### src/u8dec_pkg.sv
// u8dec_pkg: shared widths, constants, result type and lead byte decode
// for the utf-8 byte stream decoder; no dependencies
package u8dec_pkg;

    localparam int unsigned ByteW    = 8;
    localparam int unsigned CpW      = 31;
    localparam int unsigned RemW     = 3;
    localparam int unsigned ContBits = 6;

    // longest sequence leaves five following bytes open
    localparam logic [RemW-1:0] MaxRemaining = 3'd5;

    typedef struct packed {
        logic [CpW-1:0] code_point;
        logic           end_of_text;
    } result_t;

    typedef struct packed {
        logic            valid;
        logic [RemW-1:0] remaining;
        logic [CpW-1:0]  seed;
    } lead_t;

    // lead byte of form 11xxxxxx: following byte count and payload bits
    function automatic lead_t decode_lead(input logic [ByteW-1:0] b);
        lead_t lead;
        lead.valid     = 1'b1;
        lead.remaining = '0;
        lead.seed      = '0;
        if (!b[5])
        begin
            lead.remaining = 3'd1;
            lead.seed      = CpW'(b & 8'h1f);
        end
        else if (!b[4])
        begin
            lead.remaining = 3'd2;
            lead.seed      = CpW'(b & 8'h0f);
        end
        else if (!b[3])
        begin
            lead.remaining = 3'd3;
            lead.seed      = CpW'(b & 8'h07);
        end
        else if (!b[2])
        begin
            lead.remaining = 3'd4;
            lead.seed      = CpW'(b & 8'h03);
        end
        else if (!b[1])
        begin
            lead.remaining = MaxRemaining;
            lead.seed      = CpW'(b & 8'h01);
        end
        else
        begin
            // 0xfe and 0xff
            lead.valid = 1'b0;
        end
        return lead;
    endfunction

endpackage

### src/u8dec_in_stage.sv
// u8dec_in_stage: input register holding one text byte transaction
// depends on u8dec_pkg
module u8dec_in_stage (
    input  logic                          clk,
    input  logic                          rst_n,
    input  logic                          in_valid,
    output logic                          in_ready,
    input  logic [u8dec_pkg::ByteW-1:0]   text_byte,
    output logic                          item_valid,
    output logic [u8dec_pkg::ByteW-1:0]   item_byte,
    input  logic                          item_ready
);

    logic                        valid_reg;
    logic                        valid_next;
    logic [u8dec_pkg::ByteW-1:0] byte_reg;

    assign in_ready   = !valid_reg || item_ready;
    assign item_valid = valid_reg;
    assign item_byte  = byte_reg;

    always_comb
    begin
        valid_next = valid_reg;
        if (in_valid && in_ready)
        begin
            valid_next = 1'b1;
        end
        else if (item_ready)
        begin
            valid_next = 1'b0;
        end
    end

    always_ff @(posedge clk or negedge rst_n)
    begin
        if (!rst_n)
        begin
            valid_reg <= 1'b0;
        end
        else
        begin
            valid_reg <= valid_next;
        end
    end

    always_ff @(posedge clk)
    begin
        if (in_valid && in_ready)
        begin
            byte_reg <= text_byte;
        end
    end

endmodule

### src/u8dec_core.sv
// u8dec_core: sequence state and one-byte decode step
// depends on u8dec_pkg
module u8dec_core (
    input  logic                          clk,
    input  logic                          rst_n,
    input  logic                          item_valid,
    input  logic [u8dec_pkg::ByteW-1:0]   item_byte,
    output logic                          item_ready,
    output logic                          res_valid,
    output u8dec_pkg::result_t            res,
    input  logic                          res_ready
);

    logic [u8dec_pkg::RemW-1:0] remaining_reg;
    logic [u8dec_pkg::RemW-1:0] remaining_next;
    logic [u8dec_pkg::CpW-1:0]  acc_reg;
    logic [u8dec_pkg::CpW-1:0]  acc_next;
    logic [u8dec_pkg::CpW-1:0]  shifted;
    logic                       emit;
    logic                       take;
    u8dec_pkg::lead_t           lead;

    assign shifted = {acc_reg[u8dec_pkg::CpW-u8dec_pkg::ContBits-1:0],
                      item_byte[u8dec_pkg::ContBits-1:0]};
    assign lead    = u8dec_pkg::decode_lead(item_byte);

    always_comb
    begin
        emit           = 1'b0;
        remaining_next = remaining_reg;
        acc_next       = acc_reg;
        res            = '0;
        if (remaining_reg != '0)
        begin
            remaining_next = remaining_reg - 3'd1;
            if (remaining_reg == 3'd1)
            begin
                emit           = 1'b1;
                res.code_point = shifted;
                acc_next       = '0;
            end
            else
            begin
                acc_next = shifted;
            end
        end
        else if (item_byte == '0)
        begin
            emit            = 1'b1;
            res.end_of_text = 1'b1;
            acc_next        = '0;
        end
        else if (!item_byte[7])
        begin
            emit           = 1'b1;
            res.code_point = u8dec_pkg::CpW'(item_byte);
        end
        else if (item_byte[6] && lead.valid)
        begin
            acc_next       = lead.seed;
            remaining_next = lead.remaining;
        end
        // stray continuation bytes and 0xfe/0xff leave the state alone
    end

    assign item_ready = !emit || res_ready;
    assign take       = item_valid && item_ready;
    assign res_valid  = item_valid && emit;

    always_ff @(posedge clk or negedge rst_n)
    begin
        if (!rst_n)
        begin
            remaining_reg <= '0;
            acc_reg       <= '0;
        end
        else if (take)
        begin
            remaining_reg <= remaining_next;
            acc_reg       <= acc_next;
        end
    end

    a_rem_bound: assert property (@(posedge clk) disable iff (!rst_n)
        remaining_reg <= u8dec_pkg::MaxRemaining)
        else $error("open sequence count out of range");

    a_last_byte_emits: assert property (@(posedge clk) disable iff (!rst_n)
        (item_valid && remaining_reg == 3'd1) |-> res_valid)
        else $error("last byte of a sequence gave no result");

    a_eot_clears: assert property (@(posedge clk) disable iff (!rst_n)
        (take && res.end_of_text) |=> (remaining_reg == '0 && acc_reg == '0))
        else $error("end of text did not clear the state");

    a_eot_zero_cp: assert property (@(posedge clk) disable iff (!rst_n)
        (res_valid && res.end_of_text) |-> (res.code_point == '0 && remaining_reg == '0))
        else $error("end of text result carries a code point");

endmodule

### src/u8dec_out_stage.sv
// u8dec_out_stage: result register toward the output channel
// depends on u8dec_pkg
module u8dec_out_stage (
    input  logic                          clk,
    input  logic                          rst_n,
    input  logic                          res_valid,
    input  u8dec_pkg::result_t            res,
    output logic                          res_ready,
    output logic                          out_valid,
    input  logic                          out_ready,
    output logic [u8dec_pkg::CpW-1:0]     code_point,
    output logic                          end_of_text
);

    logic               valid_reg;
    logic               valid_next;
    u8dec_pkg::result_t res_reg;

    assign res_ready   = !valid_reg || out_ready;
    assign out_valid   = valid_reg;
    assign code_point  = res_reg.code_point;
    assign end_of_text = res_reg.end_of_text;

    always_comb
    begin
        valid_next = valid_reg;
        if (res_valid && res_ready)
        begin
            valid_next = 1'b1;
        end
        else if (out_ready)
        begin
            valid_next = 1'b0;
        end
    end

    always_ff @(posedge clk or negedge rst_n)
    begin
        if (!rst_n)
        begin
            valid_reg <= 1'b0;
        end
        else
        begin
            valid_reg <= valid_next;
        end
    end

    always_ff @(posedge clk)
    begin
        if (res_valid && res_ready)
        begin
            res_reg <= res;
        end
    end

endmodule

### src/utf8_byte_stream_decoder_unit.sv
// utf8_byte_stream_decoder_unit: one text byte per cycle in while the output is not stalled, code points out
// result path: the last byte is registered in u8dec_in_stage, decoded in u8dec_core, registered in u8dec_out_stage
// throughput: one byte per cycle while out_ready does not stall the output; u8dec_core updates its state per byte
// reset: async active low, clears the open sequence count, accumulator and valid flags
// depends on u8dec_pkg, u8dec_in_stage, u8dec_core, u8dec_out_stage
module utf8_byte_stream_decoder_unit (
    input  logic                          clk,
    input  logic                          rst_n,
    input  logic                          in_valid,
    output logic                          in_ready,
    input  logic [u8dec_pkg::ByteW-1:0]   text_byte,
    output logic                          out_valid,
    input  logic                          out_ready,
    output logic [u8dec_pkg::CpW-1:0]     code_point,
    output logic                          end_of_text
);

    logic                        item_valid;
    logic                        item_ready;
    logic [u8dec_pkg::ByteW-1:0] item_byte;
    logic                        res_valid;
    logic                        res_ready;
    u8dec_pkg::result_t          res;

    u8dec_in_stage u_in (
        .clk        (clk),
        .rst_n      (rst_n),
        .in_valid   (in_valid),
        .in_ready   (in_ready),
        .text_byte  (text_byte),
        .item_valid (item_valid),
        .item_byte  (item_byte),
        .item_ready (item_ready)
    );

    u8dec_core u_core (
        .clk        (clk),
        .rst_n      (rst_n),
        .item_valid (item_valid),
        .item_byte  (item_byte),
        .item_ready (item_ready),
        .res_valid  (res_valid),
        .res        (res),
        .res_ready  (res_ready)
    );

    u8dec_out_stage u_out (
        .clk         (clk),
        .rst_n       (rst_n),
        .res_valid   (res_valid),
        .res         (res),
        .res_ready   (res_ready),
        .out_valid   (out_valid),
        .out_ready   (out_ready),
        .code_point  (code_point),
        .end_of_text (end_of_text)
    );

endmodule

### config.mk
export PLATFORM = sky130hd
export DESIGN_NAME = utf8_byte_stream_decoder_unit
export DESIGN_NICKNAME = d
export VERILOG_FILES = /design/src/u8dec_pkg.sv /design/src/u8dec_in_stage.sv /design/src/u8dec_core.sv /design/src/u8dec_out_stage.sv /design/src/utf8_byte_stream_decoder_unit.sv
export SDC_FILE = /design/constraint.sdc
export NUM_CORES = 1
export LEC_CHECK = 0
export ABC_AREA = 0
export BUFFER_PORTS_ARGS = -buffer_cell sky130_fd_sc_hd__buf_2
export CAP_MARGIN = 20
export CORE_ASPECT_RATIO = 0.8
export CORE_UTILIZATION = 45
export CTS_CLUSTER_DIAMETER = 100
export DETAILED_ROUTE_END_ITERATION = 16
export GPL_TIMING_DRIVEN = 0
export PLACE_DENSITY = 0.74
export SLEW_MARGIN = 20
export SYNTH_ARGS = -nofsm -noshare
export SYNTH_HDL_FRONTEND = slang
export SYNTH_HIERARCHICAL = 1
export SYNTH_SLANG_ARGS = --single-unit
### constraint.sdc
create_clock -name clk -period 2.25 [get_ports clk]
set_input_delay 0.1125 -clock clk [delete_from_list [all_inputs] [get_ports clk]]
set_output_delay 0.1125 -clock clk [all_outputs]
set_load 0.005 [all_outputs]
[Yosys cells after proc, flatten, opt, wreduce, memory -nomap -nowiden]
Cells that the tools add are included.
Storage, ports and cells
  flip-flop bits (word level): 70
  bits of input ports: 12
  word-level logic and storage cells: 63
  output and inout bits: 34
Cells by class
  add/sub/neg operators: 1
  equality and inequality tests: 2
  mux-type cells: 32
  reductions and logical operators: 21
Operators with widths (count)
  two-way mux 34 bit: 5
  two-way mux 25 bit: 5
  two-way mux 31 bit: 3
  two-way mux 1 bit: 14
  two-way mux 3 bit: 4
  nonzero test 3 bit: 3
  logical NOT 8 bit: 1
  nonzero test 2 bit: 4
  two-way mux 7 bit: 1
  logical AND 1 bit: 5
  AND reduction 4 bit: 1
  equality test 3 x 1 -> 1 bit (second input constant): 1
  logical NOT 1 bit: 3
  logical OR 1 bit: 3
  AND reduction 3 bit: 1
  subtractor 3 x 1 -> 3 bit (second input constant): 1
  != test 2 x 1 -> 1 bit (second input constant): 1

[Longest topological paths before layout]
  depth after elaboration: 10
  depth in mapped cells: 8
  depth with buffers taken out: 6

[Cells and area by module]
Netlist, hierarchy kept.
Modules (own cells, without submodules)
  u8dec_core: cells each 188, sequential area each 700.7 µm², times used 1, area an instance 1724.2 µm²
  u8dec_out_stage: cells each 36, sequential area each 985.9 µm², times used 1, area an instance 1014.7 µm²
  u8dec_in_stage: cells each 12, sequential area each 265.3 µm², times used 1, area an instance 294.0 µm²

[Worst setup path before layout]
OpenSTA, ideal clock, no wires.
  path type: flip-flop to flip-flop
  from: reg u_core/remaining_reg[0] (netlist name)
  to: reg u_out.res_reg, in the netlist u_out/code_point[0] (enable)
  path slack: 0 ps
  clock period less this slack: 2250 ps
  required time: 1910 ps
  stages on the path, launching flop included: 9
  arrival: 1910 ps
  library setup time: 340 ps
  cell sequence: dfrtp_1 inv_1 ha_1 buf_2 nor3b_1 clkbuf_1 clkbuf_1 o21a_1 and2_4
Between the ends
  word-level cells in the longest chain between the ends: 5
  elaborated cells between the ends (all ways): 6
Ends and longest elaborated chain
  start: declaration: RTL line u8dec_core.sv:14  | logic [u8dec_pkg::RemW-1:0] remaining_reg;
  start signal: assignment: RTL line u8dec_core.sv:79  | remaining_reg <= remaining_next;
  equality test 3 x 1 -> 1 bit: RTL line u8dec_core.sv:36  | if (remaining_reg == 3'd1)
  two-way mux 1 bit: RTL line u8dec_core.sv:36
  two-way mux 1 bit *: RTL line u8dec_core.sv:33  | if (remaining_reg != '0)
  logical AND 1 bit *: RTL line u8dec_core.sv:68  | assign res_valid = item_valid && emit;
  via res_valid: RTL line utf8_byte_stream_decoder_unit.sv:21  | logic res_valid;
  logical AND 1 bit *: RTL line u8dec_out_stage.sv:51  | if (res_valid && res_ready)
  end signal: assignment: RTL line u8dec_out_stage.sv:53  | res_reg <= res;
  end: declaration: RTL line u8dec_out_stage.sv:17  | u8dec_pkg::result_t res_reg;
Mark *: on every way through the listed nets, which the timed path passes. The rest lies on a longest branch.
A chain may end at the register's enable or synchronous reset.

[Worst setup path in the final report]
  from: reg u_core/remaining_reg[0] (netlist name)
  to: reg u_out.res_reg, in the netlist u_out/code_point[9] (enable)
The elaborated chain is that of the path after synthesis.

==> run_results.csv <==
group,metric,value,unit
global_routing,first_global_vias,1924,
route,route.met2.wl,2780,um
yosys,yosysWarnings,6,
sta,fin_skew,0.00888,ns
floorplan,die_h,75.4,um
min_path,min_path_cells,3,
min_path,hold_start,"out_ready",
pwr,powerDensity,1180,nW/um^2
min_path,hold-path-endpoint,"u_out/out_valid",
pwr,power_frac_comb,33.2,%
yosys,synth_top_area_cell,"edfxtp_1",
yosys,async_flop_share,42.9,%
route,met1_length,2590,um
route,drc,0,
place,gp_congestion,0.909,
floorplan,die_w,93.8,um
global_routing,grt_pass1_wl,9460,um
sta,slew_violations,0,
pwr,p_switching,1.49,mW
worst_setup_path,start_kind,"flip-flop",
worst_setup_path,end_kind,"flip-flop",
floorplan,rows,26,
run,drv_cap,0,
yosys,synth.distinct_cells,37,
pwr,p_leak,1.62,nW
finish,final_cell_mix,"46 x buf_2, 40 x edfxtp_1, 30 x dfrtp_1, 26 x nand2_1",
route,wl,5900,um
yosys,syn_nets,251,
sta,setup_viol,0,
finish,drive_above_1_share,26.4,%
yosys,synthTopCellsByArea,"edfxtp_1 40%, dfrtp_1 25%, mux2i_1 6.9%, and2_1 5.0%, nand2_1 3.2%",
yosys,synth_top_area_share,39.6,%
sta,fin_crit_sh,93.8,%
floorplan,initial_core_util,47.1,%
cts,cts_sinks,70,
cts,cts_tree,"built",
yosys,synth_area,3030,sq um
floorplan,core_area,6440,sq um
route,first_pass_iters,5,
cts,insertion_delay,0.35,ns
cts,clk_pin_slew_worst_paths,0.07,ns
worst_setup_path,critPathKind,"flip-flop to flip-flop",
status,status,"complete, no violations",
sta,rsz0062_at_grt,"no",
place,place_inst,365,
global_routing,grt_max_degree,31,
yosys,syn_avg_cell_area,12.9,sq um
worst_setup_path,critPathMaxFanout,10,
finish,fillCellCount,566,
finish,area_delta_synth_final,22.1,%
route,num_vias,1948,
cts,numCtsBuffers,9,
sta,hold_viol_final,0,
route,wl_per_cell,14.9,um
pwr,clock_power_share,21.4,%
sta,fmaxAchievable,474,MHz
yosys,ys.flop_type,"edfxtp_1",
floorplan,dieArea,7070,sq um
finish,fin_util,57.5,%
min_path,worstHoldPathType,"input pin to flip-flop",
yosys,synth-edff-count,40,
sta,slew_headroom,55.1,%
pwr,switching_share,34.0,%
floorplan,ios,46,
yosys,synth_seq_cells,70,
place,dp.final_hpwl,3620,um
sta,hold_ws,0.128,ns
cts,htreeDepth,3,
finish,final_common_cell,"buf_2",
cts,clk_path_buf_depth,2,
pwr,internal_power,2.88,mW
route,drtIter0Drc,98,
cts,cts_root_buf,"clkbuf_8",
worst_setup_path,r2r_start,"u_core/remaining_reg[0]",
sta,period_needed,2.11,ns
place,port_buffers,45,
yosys,synthCells,236,
pwr,power,4.37,mW
worst_setup_path,critical_path_arrival,2.17,ns
global_routing,antenna_found_initial,0,
pwr,ir_worst_vdd,0.000512,V
finish,final_nets,321,
place,dp_slack,-0.587,ns
worst_setup_path,timing.rr.end,"u_out/code_point[9]",
worst_setup_path,r2r_slack,0.14,ns
route,met3WireLength,351,um
finish,largest_reg_flops,31,
route,topRoutingLayerUsed,"met4",
sta,fin_ws,0.139,ns
worst_setup_path,required,2.31,ns
route,ant_nets,0,
finish,instances_no_fill,395,
worst_setup_path,r2r_cells,8,
route,vias_per_cell,4.93,
global_routing,grt.overflow.total,0,
sta,tightestPinTransition,0.673,ns
yosys,synth_seq_area_share,64.4,%
pwr,power_frac_seq,45.5,%
finish,diodes,0,
global_routing,grt.total_usage,18.9,%
worst max-delay path, cell delays in order (launching register included):
cell and delay (ns):
dfrtp_1 0.35, inv_1 0.08, ha_1 0.19, buf_2 0.18
nor3b_2 0.20, clkbuf_4 0.19, clkbuf_4 0.20, o21a_4 0.19
and2_4 0.24
layer usage:
| layer | GRT usage [%] | vias to the layer above |
|---|---|---|
| met5 | 0 | - |
| met2 | 30.2 | 75 |
| met4 | 9.57 | 0 |
| met3 | 7.39 | 18 |
| met1 | 22.6 | 908 |
| li1 | - | 947 |
worst max-delay path by stage:
stage | cells past startpoint | to | startpoint
floorplan | 8 | u_out/code_point[0] | u_core/remaining_reg[0]
global placement | 8 | u_out/code_point[28] | u_core/remaining_reg[0]
detailed placement | 8 | u_out/code_point[10] | u_core/remaining_reg[0]
CTS | 8 | u_out/code_point[18] | u_core/remaining_reg[0]
global route | 8 | u_core/acc_reg[23] | u_core/remaining_reg[0]
finish | 8 | u_out/code_point[9] | u_core/remaining_reg[0]
power groups by stage:
stage          clock, mW  combinational (mW)  sequential (mW)
2_1_floorplan          0               0.940             1.98
3_3_place_gp           0                1.30             2.00
3_5_place_dp           0                1.34             2.01
4_1_cts            0.965                1.44             1.98
5_1_grt             1.03                1.60             2.03
6_report           0.932                1.45             1.99
synthesized netlist by cell type, types with 3 or more instances:
| master | instances |
|---|---|
| a21o_1 | 3 |
| and2_1 | 24 |
| and3_1 | 4 |
| clkbuf_1 | 5 |
| dfrtp_1 | 30 |
| edfxtp_1 | 40 |
| ha_1 | 3 |
| inv_1 | 24 |
| mux2_2 | 5 |
| mux2i_1 | 21 |
| nand2_1 | 26 |
| nand2b_1 | 3 |
| nor2_1 | 5 |
| nor2b_1 | 7 |
| o21ai_0 | 3 |
layout make-up:
cell class	instances	area (sq um)	share of cell area (%)
Buffer	8	61.3	1.66
Sequential cell	70	1950	52.7
Tap cell	84	105	2.84
Multi-Input combinational cell	137	976	26.4
Inverter	24	90.1	2.43
Clock inverter	4	30.0	0.811
Clock buffer	12	155	4.19
Timing Repair Buffer	56	333	8.99
timing repair:
item	in CTS	in global routing
buffers inserted	1	0
hold endpoints to repair	39	0
resized for setup	8	2
setup endpoints to repair	32	33
gates cloned	3	0
hold buffers	10	0
pin swaps	2	1
stage by stage:
step | cell area [sq um] | setup TNS (ns)
after global placement | 3360 | -16.51
after detailed placement | 3360 | -18.74
after CTS | 3690 | 0
after global routing | 3700 | 0
final | 3700 | 0
after floorplan | 3030 | 0
logic make-up after synthesis:
family	synth area share, %
adders and majority gates	1.24
and+or+nand+nor	15.8
buffers and inverters	4.74
DFF	64.4
muxes	8.79
AOI/OAI and AO/OA	5.12
Power figures use the tool's default switching activity.
